===== config.mk =====
export PLATFORM = sky130hd
export DESIGN_NAME = integer_to_ascii_formatter
export DESIGN_NICKNAME = d
export VERILOG_FILES = /design/src/sv/i2a_pkg.sv /design/src/sv/i2a_dabble.sv /design/src/sv/i2a_emit.sv /design/src/sv/integer_to_ascii_formatter.sv
export SDC_FILE = /design/constraint.sdc
export NUM_CORES = 1
export LEC_CHECK = 0
export BUFFER_PORTS_ARGS = -buffer_cell sky130_fd_sc_hd__buf_2
export CELL_PAD_IN_SITES_DETAIL_PLACEMENT = 0
export CELL_PAD_IN_SITES_GLOBAL_PLACEMENT = 2
export CORE_MARGIN = 3
export CORE_UTILIZATION = 30
export CTS_CLUSTER_DIAMETER = 40
export DETAILED_ROUTE_END_ITERATION = 8
export GPL_ROUTABILITY_DRIVEN = 0
export GPL_TIMING_DRIVEN = 0
export HOLD_SLACK_MARGIN = 0.12
export MAX_ROUTING_LAYER = met4
export PLACE_DENSITY = 0.62
export SYNTH_ARGS = -nofsm -noshare
export SYNTH_HDL_FRONTEND = slang
export SYNTH_SLANG_ARGS = --single-unit

===== constraint.sdc =====
create_clock -name clk -period 4.3 [get_ports clk]
set_clock_uncertainty 0.2 [all_clocks]
set_input_delay 0.43 -clock clk [delete_from_list [all_inputs] [get_ports clk]]
set_output_delay 0.43 -clock clk [all_outputs]
set_load 0.05 [all_outputs]

===== src/sv/i2a_pkg.sv =====
// ----------------------------------------------------------------------------
// i2a_pkg
// Types, codes and constants shared by the integer to ASCII formatter.
// ----------------------------------------------------------------------------
package i2a_pkg;

	localparam int VAL_W = 32;
	localparam int DIG_N = 10;
	localparam int BCD_W = 4 * DIG_N;
	localparam int CNT_W = 4;
	localparam int SHC_W = $clog2(VAL_W);

	localparam logic [6:0] CH_ZERO  = 7'h30;
	localparam logic [6:0] CH_MINUS = 7'h2D;
	localparam logic [6:0] CH_A     = 7'h41;

	localparam logic [CNT_W-1:0] CNT_SDEC = CNT_W'(DIG_N);
	localparam logic [CNT_W-1:0] CNT_FDEC = CNT_W'(4);
	localparam logic [CNT_W-1:0] CNT_HEX  = CNT_W'(2);
	localparam logic [CNT_W-1:0] CNT_BIN  = CNT_W'(8);

	typedef enum logic [1:0] {
		MODE_SDEC = 2'd0,
		MODE_FDEC = 2'd1,
		MODE_HEX  = 2'd2,
		MODE_BIN  = 2'd3
	} mode_t;

	typedef enum logic [1:0] {
		ST_IDLE,
		ST_CONV,
		ST_EMIT
	} state_t;

	typedef struct packed {
		logic [1:0]        req_type;
		logic signed [31:0] value;
	} request_t;

	typedef struct packed {
		logic [6:0] text_char;
		logic       last_char;
	} result_t;

	// digit string handed to the serializer, first digit in the top nibble
	typedef struct packed {
		logic [BCD_W-1:0] digits;
		logic [CNT_W-1:0] count;
		logic             skip;
		logic             minus;
	} emit_ld_t;

	function automatic logic [6:0] hex_char(input logic [3:0] nib);
		logic [6:0] c;
		if (nib < 4'd10) begin
			c = CH_ZERO + {3'b000, nib};
		end else begin
			c = CH_A + {3'b000, nib - 4'd10};
		end
		return c;
	endfunction

endpackage


===== src/sv/i2a_dabble.sv =====
// ----------------------------------------------------------------------------
// i2a_dabble
// Bit-serial binary to BCD conversion, shift and add-3, one bit per cycle.
// ----------------------------------------------------------------------------
module i2a_dabble (
	input  logic                      clk,
	input  logic                      arst_n,
	input  logic                      load,
	input  logic [i2a_pkg::VAL_W-1:0] bin,
	output logic                      done,
	output logic [i2a_pkg::BCD_W-1:0] bcd
);
	import i2a_pkg::*;

	logic [VAL_W-1:0] bin_q;
	logic [BCD_W-1:0] bcd_q;
	logic [BCD_W-1:0] adj;
	logic [SHC_W-1:0] cnt_q;
	logic             run_q;
	logic             done_q;

	always_comb begin
		for (int i = 0; i < DIG_N; i++) begin
			adj[4*i +: 4] = (bcd_q[4*i +: 4] >= 4'd5) ? bcd_q[4*i +: 4] + 4'd3
				: bcd_q[4*i +: 4];
		end
	end

	always_ff @(posedge clk or negedge arst_n) begin
		if (!arst_n) begin
			run_q  <= 1'b0;
			done_q <= 1'b0;
			cnt_q  <= '0;
		end else begin
			done_q <= 1'b0;
			if (load) begin
				run_q <= 1'b1;
				cnt_q <= '0;
			end else if (run_q) begin
				cnt_q <= cnt_q + 1'b1;
				if (cnt_q == SHC_W'(VAL_W - 1)) begin
					run_q  <= 1'b0;
					done_q <= 1'b1;
				end
			end
		end
	end

	always_ff @(posedge clk) begin
		if (load) begin
			bin_q <= bin;
			bcd_q <= '0;
		end else if (run_q) begin
			bcd_q <= {adj[BCD_W-2:0], bin_q[VAL_W-1]};
			bin_q <= {bin_q[VAL_W-2:0], 1'b0};
		end
	end

	assign done = done_q;
	assign bcd  = bcd_q;

endmodule


===== src/sv/i2a_emit.sv =====
// ----------------------------------------------------------------------------
// i2a_emit
// Character serializer: shifts out one digit a cycle, optional leading minus,
// suppresses leading zeros when asked.
// ----------------------------------------------------------------------------
module i2a_emit (
	input  logic                clk,
	input  logic                arst_n,
	input  logic                load,
	input  i2a_pkg::emit_ld_t   ld,
	output logic                strobe,
	output i2a_pkg::result_t    result
);
	import i2a_pkg::*;

	logic [BCD_W-1:0] dig_q;
	logic [CNT_W-1:0] cnt_q;
	logic             skip_q;
	logic             minus_q;
	logic             act_q;
	logic             strobe_q;
	result_t          result_q;
	logic [3:0]       top;

	assign top = dig_q[BCD_W-1 -: 4];

	always_ff @(posedge clk or negedge arst_n) begin
		if (!arst_n) begin
			act_q    <= 1'b0;
			strobe_q <= 1'b0;
			cnt_q    <= '0;
			skip_q   <= 1'b0;
			minus_q  <= 1'b0;
		end else begin
			strobe_q <= 1'b0;
			if (load) begin
				act_q   <= 1'b1;
				cnt_q   <= ld.count;
				skip_q  <= ld.skip;
				minus_q <= ld.minus;
			end else if (act_q) begin
				if (minus_q) begin
					strobe_q <= 1'b1;
					minus_q  <= 1'b0;
				end else if (skip_q && top == 4'd0 && cnt_q > CNT_W'(1)) begin
					cnt_q <= cnt_q - 1'b1;
				end else begin
					strobe_q <= 1'b1;
					skip_q   <= 1'b0;
					cnt_q    <= cnt_q - 1'b1;
					if (cnt_q == CNT_W'(1)) begin
						act_q <= 1'b0;
					end
				end
			end
		end
	end

	always_ff @(posedge clk) begin
		if (load) begin
			dig_q <= ld.digits;
		end else if (act_q) begin
			if (minus_q) begin
				result_q.text_char <= CH_MINUS;
				result_q.last_char <= 1'b0;
			end else begin
				result_q.text_char <= hex_char(top);
				result_q.last_char <= (cnt_q == CNT_W'(1));
				dig_q              <= {dig_q[BCD_W-5:0], 4'd0};
			end
		end
	end

	assign strobe = strobe_q;
	assign result = result_q;

endmodule


===== src/sv/integer_to_ascii_formatter.sv =====
// ----------------------------------------------------------------------------
// integer_to_ascii_formatter
// Formats one integer as ASCII text, one character per strobe, last flagged.
// ----------------------------------------------------------------------------
// An item is taken when start is high and busy is low; busy stays high until
// the cycle after the last character. Characters appear on result one per
// cycle, apart from pauses while suppressed leading zeros are skipped, each
// valid for exactly one cycle with strobe high; the receiver cannot stall, so
// it must take every strobe. Both decimal modes run the value through a
// one-bit-per-cycle shift and add-3 converter, then the serializer walks all
// ten digit slots in signed mode, staying silent on each leading zero. Hex
// and binary skip the converter. The next item can be taken in the cycle
// after the last character.
// ----------------------------------------------------------------------------
module integer_to_ascii_formatter (
	input  logic              clk,
	input  logic              arst_n,
	input  logic              start,
	input  i2a_pkg::request_t request,
	output logic              busy,
	output logic              strobe,
	output i2a_pkg::result_t  result
);
	import i2a_pkg::*;

	state_t           state_q;
	state_t           state_d;
	logic             mode_sdec_q;
	logic             neg_q;
	logic             accept;
	logic             is_dec;
	logic [VAL_W-1:0] dab_in;
	logic             dab_done;
	logic [BCD_W-1:0] bcd;
	logic             emit_load;
	emit_ld_t         emit_ld;
	logic [7:0]       lo8;

	assign busy   = (state_q != ST_IDLE);
	assign accept = start && !busy;
	assign is_dec = (request.req_type == MODE_SDEC) || (request.req_type == MODE_FDEC);
	assign lo8    = request.value[7:0];

	always_comb begin
		if (request.req_type == MODE_SDEC) begin
			dab_in = request.value[VAL_W-1] ? (VAL_W'(0) - request.value) : request.value;
		end else begin
			dab_in = {16'd0, request.value[15:0]};
		end
	end

	always_ff @(posedge clk or negedge arst_n) begin
		if (!arst_n) begin
			state_q <= ST_IDLE;
		end else begin
			state_q <= state_d;
		end
	end

	always_ff @(posedge clk) begin
		if (accept) begin
			mode_sdec_q <= (request.req_type == MODE_SDEC);
			neg_q       <= request.value[VAL_W-1];
		end
	end

	always_comb begin
		state_d   = state_q;
		emit_load = 1'b0;
		emit_ld   = '0;
		case (state_q)
			ST_IDLE: begin
				if (start) begin
					if (is_dec) begin
						state_d = ST_CONV;
					end else begin
						state_d   = ST_EMIT;
						emit_load = 1'b1;
						if (request.req_type == MODE_HEX) begin
							emit_ld.digits = {lo8, (BCD_W-8)'(0)};
							emit_ld.count  = CNT_HEX;
						end else begin
							emit_ld.digits = {3'b000, lo8[7], 3'b000, lo8[6],
								3'b000, lo8[5], 3'b000, lo8[4], 3'b000, lo8[3],
								3'b000, lo8[2], 3'b000, lo8[1], 3'b000, lo8[0],
								(BCD_W-32)'(0)};
							emit_ld.count  = CNT_BIN;
						end
					end
				end
			end
			ST_CONV: begin
				if (dab_done) begin
					state_d   = ST_EMIT;
					emit_load = 1'b1;
					if (mode_sdec_q) begin
						emit_ld.digits = bcd;
						emit_ld.count  = CNT_SDEC;
						emit_ld.skip   = 1'b1;
						emit_ld.minus  = neg_q;
					end else begin
						emit_ld.digits = {bcd[15:0], (BCD_W-16)'(0)};
						emit_ld.count  = CNT_FDEC;
					end
				end
			end
			ST_EMIT: begin
				if (strobe && result.last_char) begin
					state_d = ST_IDLE;
				end
			end
			default: begin
				state_d = ST_IDLE;
			end
		endcase
	end

	i2a_dabble u_dabble (
		.clk    (clk),
		.arst_n (arst_n),
		.load   (accept && is_dec),
		.bin    (dab_in),
		.done   (dab_done),
		.bcd    (bcd)
	);

	i2a_emit u_emit (
		.clk    (clk),
		.arst_n (arst_n),
		.load   (emit_load),
		.ld     (emit_ld),
		.strobe (strobe),
		.result (result)
	);

endmodule


==> results.txt <==
The clock period minus worst slack came out at 3050 ps. The share of flip-flops with an asynchronous set or reset came out at 12.2%. The number of clock buffers added by TritonCTS is 17.

The number of resized instances in the post-cts repair step is 0. The number of cell rows is 56. The final hold violation count came to 0.

The first-iteration detailed-routing DRC count came out at 519. The area of the core region came out at 23800 um^2. Dividing total power by cell area gives a power density of 729 nW/um^2.

The average wire per standard cell is 18.3 um. The data required time of the critical path came out at 4150 ps. The min-delay analysis places its worst path in the category primary input to flop. The count of maximum capacitance violations is 0. The cell chosen for the clock root is sky130_fd_sc_hd__clkbuf_16.

The total routing resource utilization after global routing is 16.3%. The number of detailed-routing iterations run before antenna repair is 5. During synthesis, Yosys emitted a total of 0 warnings.

In the routed layout, each cell is associated on average with a via count of 5.11. The latest clock arrival within the worst-skew pair came out at 430 ps. The TritonCTS clock tree is done.

The net count after synthesis came out at 781. The mean cell area of the mapped netlist is 10.2 um^2. Sequential elements use 50.3% of the synthesized area.

The finished cells cover 8540 um^2. The wire length of the first global-routing pass is 32100 um. The total of endpoints with negative setup slack in the final report came out at 0. The max-slew violation count came out at 0.

The number of placed I/O pins is 47. The die span in y is 162 um. The worst hold margin came out at 194 ps. The residual antenna-violating net count after detailed routing is 0.

The number of global-route vias before repair came out at 5660. In this run the critical register-to-register path is captured at u_dabble.bin_q[5]. The overflow left after global routing is 0. STA classifies the critical path endpoint as a flop.

The hold path startpoint is request[14]. The clock net in this run drives a total of 139 sinks. The net count of the finished layout is 848.

The number of distinct library cell variants in the gate-level netlist after synthesis came out at 56. Static timing analysis puts the maximum clock frequency at 328 MHz. The maximum buffer depth of the clock tree came out at 2. The leakage power is 3.64 nW. The number of H-tree levels is 4.

The cell area after synthesis came out at 7330 um^2. The startpoint identified for the worst register-to-register timing path is state_q[1]. Data arrives at the worst endpoint at 2900 ps. The setup slack of the critical path after layout came out at 1250 ps. The detailed-placement wirelength estimate came out at 14700 um. The starting density of the core is 30.9%. Leaving out fill and tap cells, the most frequent cell in the layout is sky130_fd_sc_hd__edfxtp_1. The maximum VDD drop is 0.307 mV. In the routed design, unresolved DRC markers number 0. The worst setup path is of the flop to flop kind. The number of cells on the worst hold path came out at 3. The final routed wirelength across all metal layers is 20400 um. The ratio of final minimum period to clock period is 70.9%.

The maximum number of pins on one net before global-route repair is 40. The via count is 5701. The area growth from synthesis to final layout is 16.5%. The chip width came out at 162 um.

Setup repair after global routing left no endpoint under its margin. The clock-pin slew of the registers on the worst-case setup and hold paths is 60 ps. The number of antenna violations at the first check in global routing came out at 0. The pre-CTS setup slack is 627 ps.

The fraction of layout cells with a size suffix above 1 came out at 13.1%. The slack of the worst reg-to-reg path came out at 1250 ps. The diode insertion count for antenna repair is 0. Synthesis inferred 139 register bits.

The maximum net fanout on the critical path is 32. The endpoint of the worst hold path is u_dabble.bin_q[14]. Setup total negative slack on the finished layout was measured at 0 ps. The run finished with clean final reports.

The number of flops mapped to enable cells by yosys is 82. STA classifies the critical path startpoint as a flop. The slew of the pin with the lowest slew margin came out at 886 ps. The worst slew margin relative to its limit came out at 41.0%. The floorplan die area is 26400 um^2. In the layout the commonest cells are 82 x sky130_fd_sc_hd__edfxtp_1, 75 x sky130_fd_sc_hd__nand2_1, 57 x sky130_fd_sc_hd__nor2_1.

Port buffering added 45 buffers. The cell count of the worst reg-to-reg path came out at 6. Among all flip-flop cells after synthesis, the most frequent one is sky130_fd_sc_hd__edfxtp_1. In the synthesized netlist, the number of instances is 716.

Once placement finished, the instance area stood at 7980 um^2.
## power by group
part	switching [mW]	internal (mW)	leakage [nW]
Sequential	0.483	2.18	1.43
Clock	0.637	0.748	0.255
Combinational	1.27	0.903	1.95
Total	2.39	3.83	3.64
## cells in the mapped netlist, drive strengths merged (2+ instances only)
master / instances / share of area, %
a222oi: 20 / 2.7
buf: 10 / 0.70
nand2b: 14 / 1.2
a21o: 5 / 0.51
a211oi: 5 / 0.51
dfxtp: 40 / 11
nand3: 17 / 1.2
inv: 43 / 2.2
o21ai: 56 / 3.8
clkbuf: 25 / 1.3
nand2: 77 / 3.9
and2: 6 / 0.51
edfxtp: 82 / 34
nor4: 8 / 1.4
mux2i: 30 / 4.1
a22o: 17 / 2.0
o211ai: 4 / 0.41
ha: 28 / 4.8
nor3: 13 / 1.0
o41ai: 3 / 0.67
or3: 2 / 0.17
nor2: 57 / 2.9
nand4: 8 / 0.85
nand3b: 3 / 0.31
o31ai: 7 / 0.72
a22oi: 4 / 0.41
a31oi: 2 / 0.17
and3: 3 / 0.26
nor3b: 8 / 1.1
xnor2: 24 / 2.9
xor2: 19 / 2.3
o311ai: 2 / 0.24
dfrtp: 17 / 5.8
a21oi: 43 / 2.9
a211o: 2 / 0.24
## kinds of logic after synthesis
logic type / share of synthesized area (%)
compound gates: 15.9
xor+xnor: 5.13
fa+ha+maj: 4.78
buf+inv: 4.23
flops: 50.3
mux: 4.25
simple gates: 15.4
## through the flow
stage	std cells	power [mW]	utilization, %
3_3_place_gp	1080	4.80	33.5
4_1_cts	1115	6.28	36.0
3_5_place_dp	1081	4.88	33.6
6_report	1115	6.23	36.0
5_1_grt	1115	6.70	36.0
2_1_floorplan	716	4.20	-
## worst max-delay path by stage
stage | end | slack (ps) | start
floorplan | u_dabble.bin_q[0] | 1660 | state_q[1]
global placement | u_dabble.bin_q[8] | 670 | start
detailed placement | u_dabble.bin_q[8] | 630 | start
CTS | u_dabble.bin_q[16] | 700 | state_q[1]
global route | u_dabble.bin_q[4] | 1010 | state_q[1]
finish | u_dabble.bin_q[5] | 1250 | state_q[1]
## layout make-up
cell class,count,area [um^2]
Multi-Input combinational cell,498,3340
Clock buffer,18,429
Timing Repair Buffer,48,265
Tap cell,319,399
Buffer,35,145
Clock inverter,14,110
Inverter,44,165
Sequential cell,139,3690
Fill cell,2415,15200
## state kept, by name, summed over array words and instances, names as in the netlist, 2 cells and up
signal	cells
u_emit.cnt_q	4
u_emit.dig_q	40
u_dabble.bcd	40
state_q	2
u_emit.result	8
u_dabble.cnt_q	5
u_dabble.bin_q	32
## metal layers
layer	part of all wire [%]	track usage [%]
met2	46	25.6
met5	0	-
met4	1.5	4.58
met3	4.4	2.57
met1	48	22.0
## critical path, stage by stage, from the launching register on
cell and delay [ps]:
sky130_fd_sc_hd__dfrtp_1 350, sky130_fd_sc_hd__buf_2 170, sky130_fd_sc_hd__nor3b_4 410, sky130_fd_sc_hd__nand2b_1 200, sky130_fd_sc_hd__clkbuf_1 300, sky130_fd_sc_hd__buf_1 350
sky130_fd_sc_hd__nand2_2 680
## what timing repair did
item / in CTS / in global routing
endpoints found under the hold margin: 18 / 0
hold buffers: 2 / 0
buffers inserted: 0 / 0
Power figures use the tool's default switching activity.
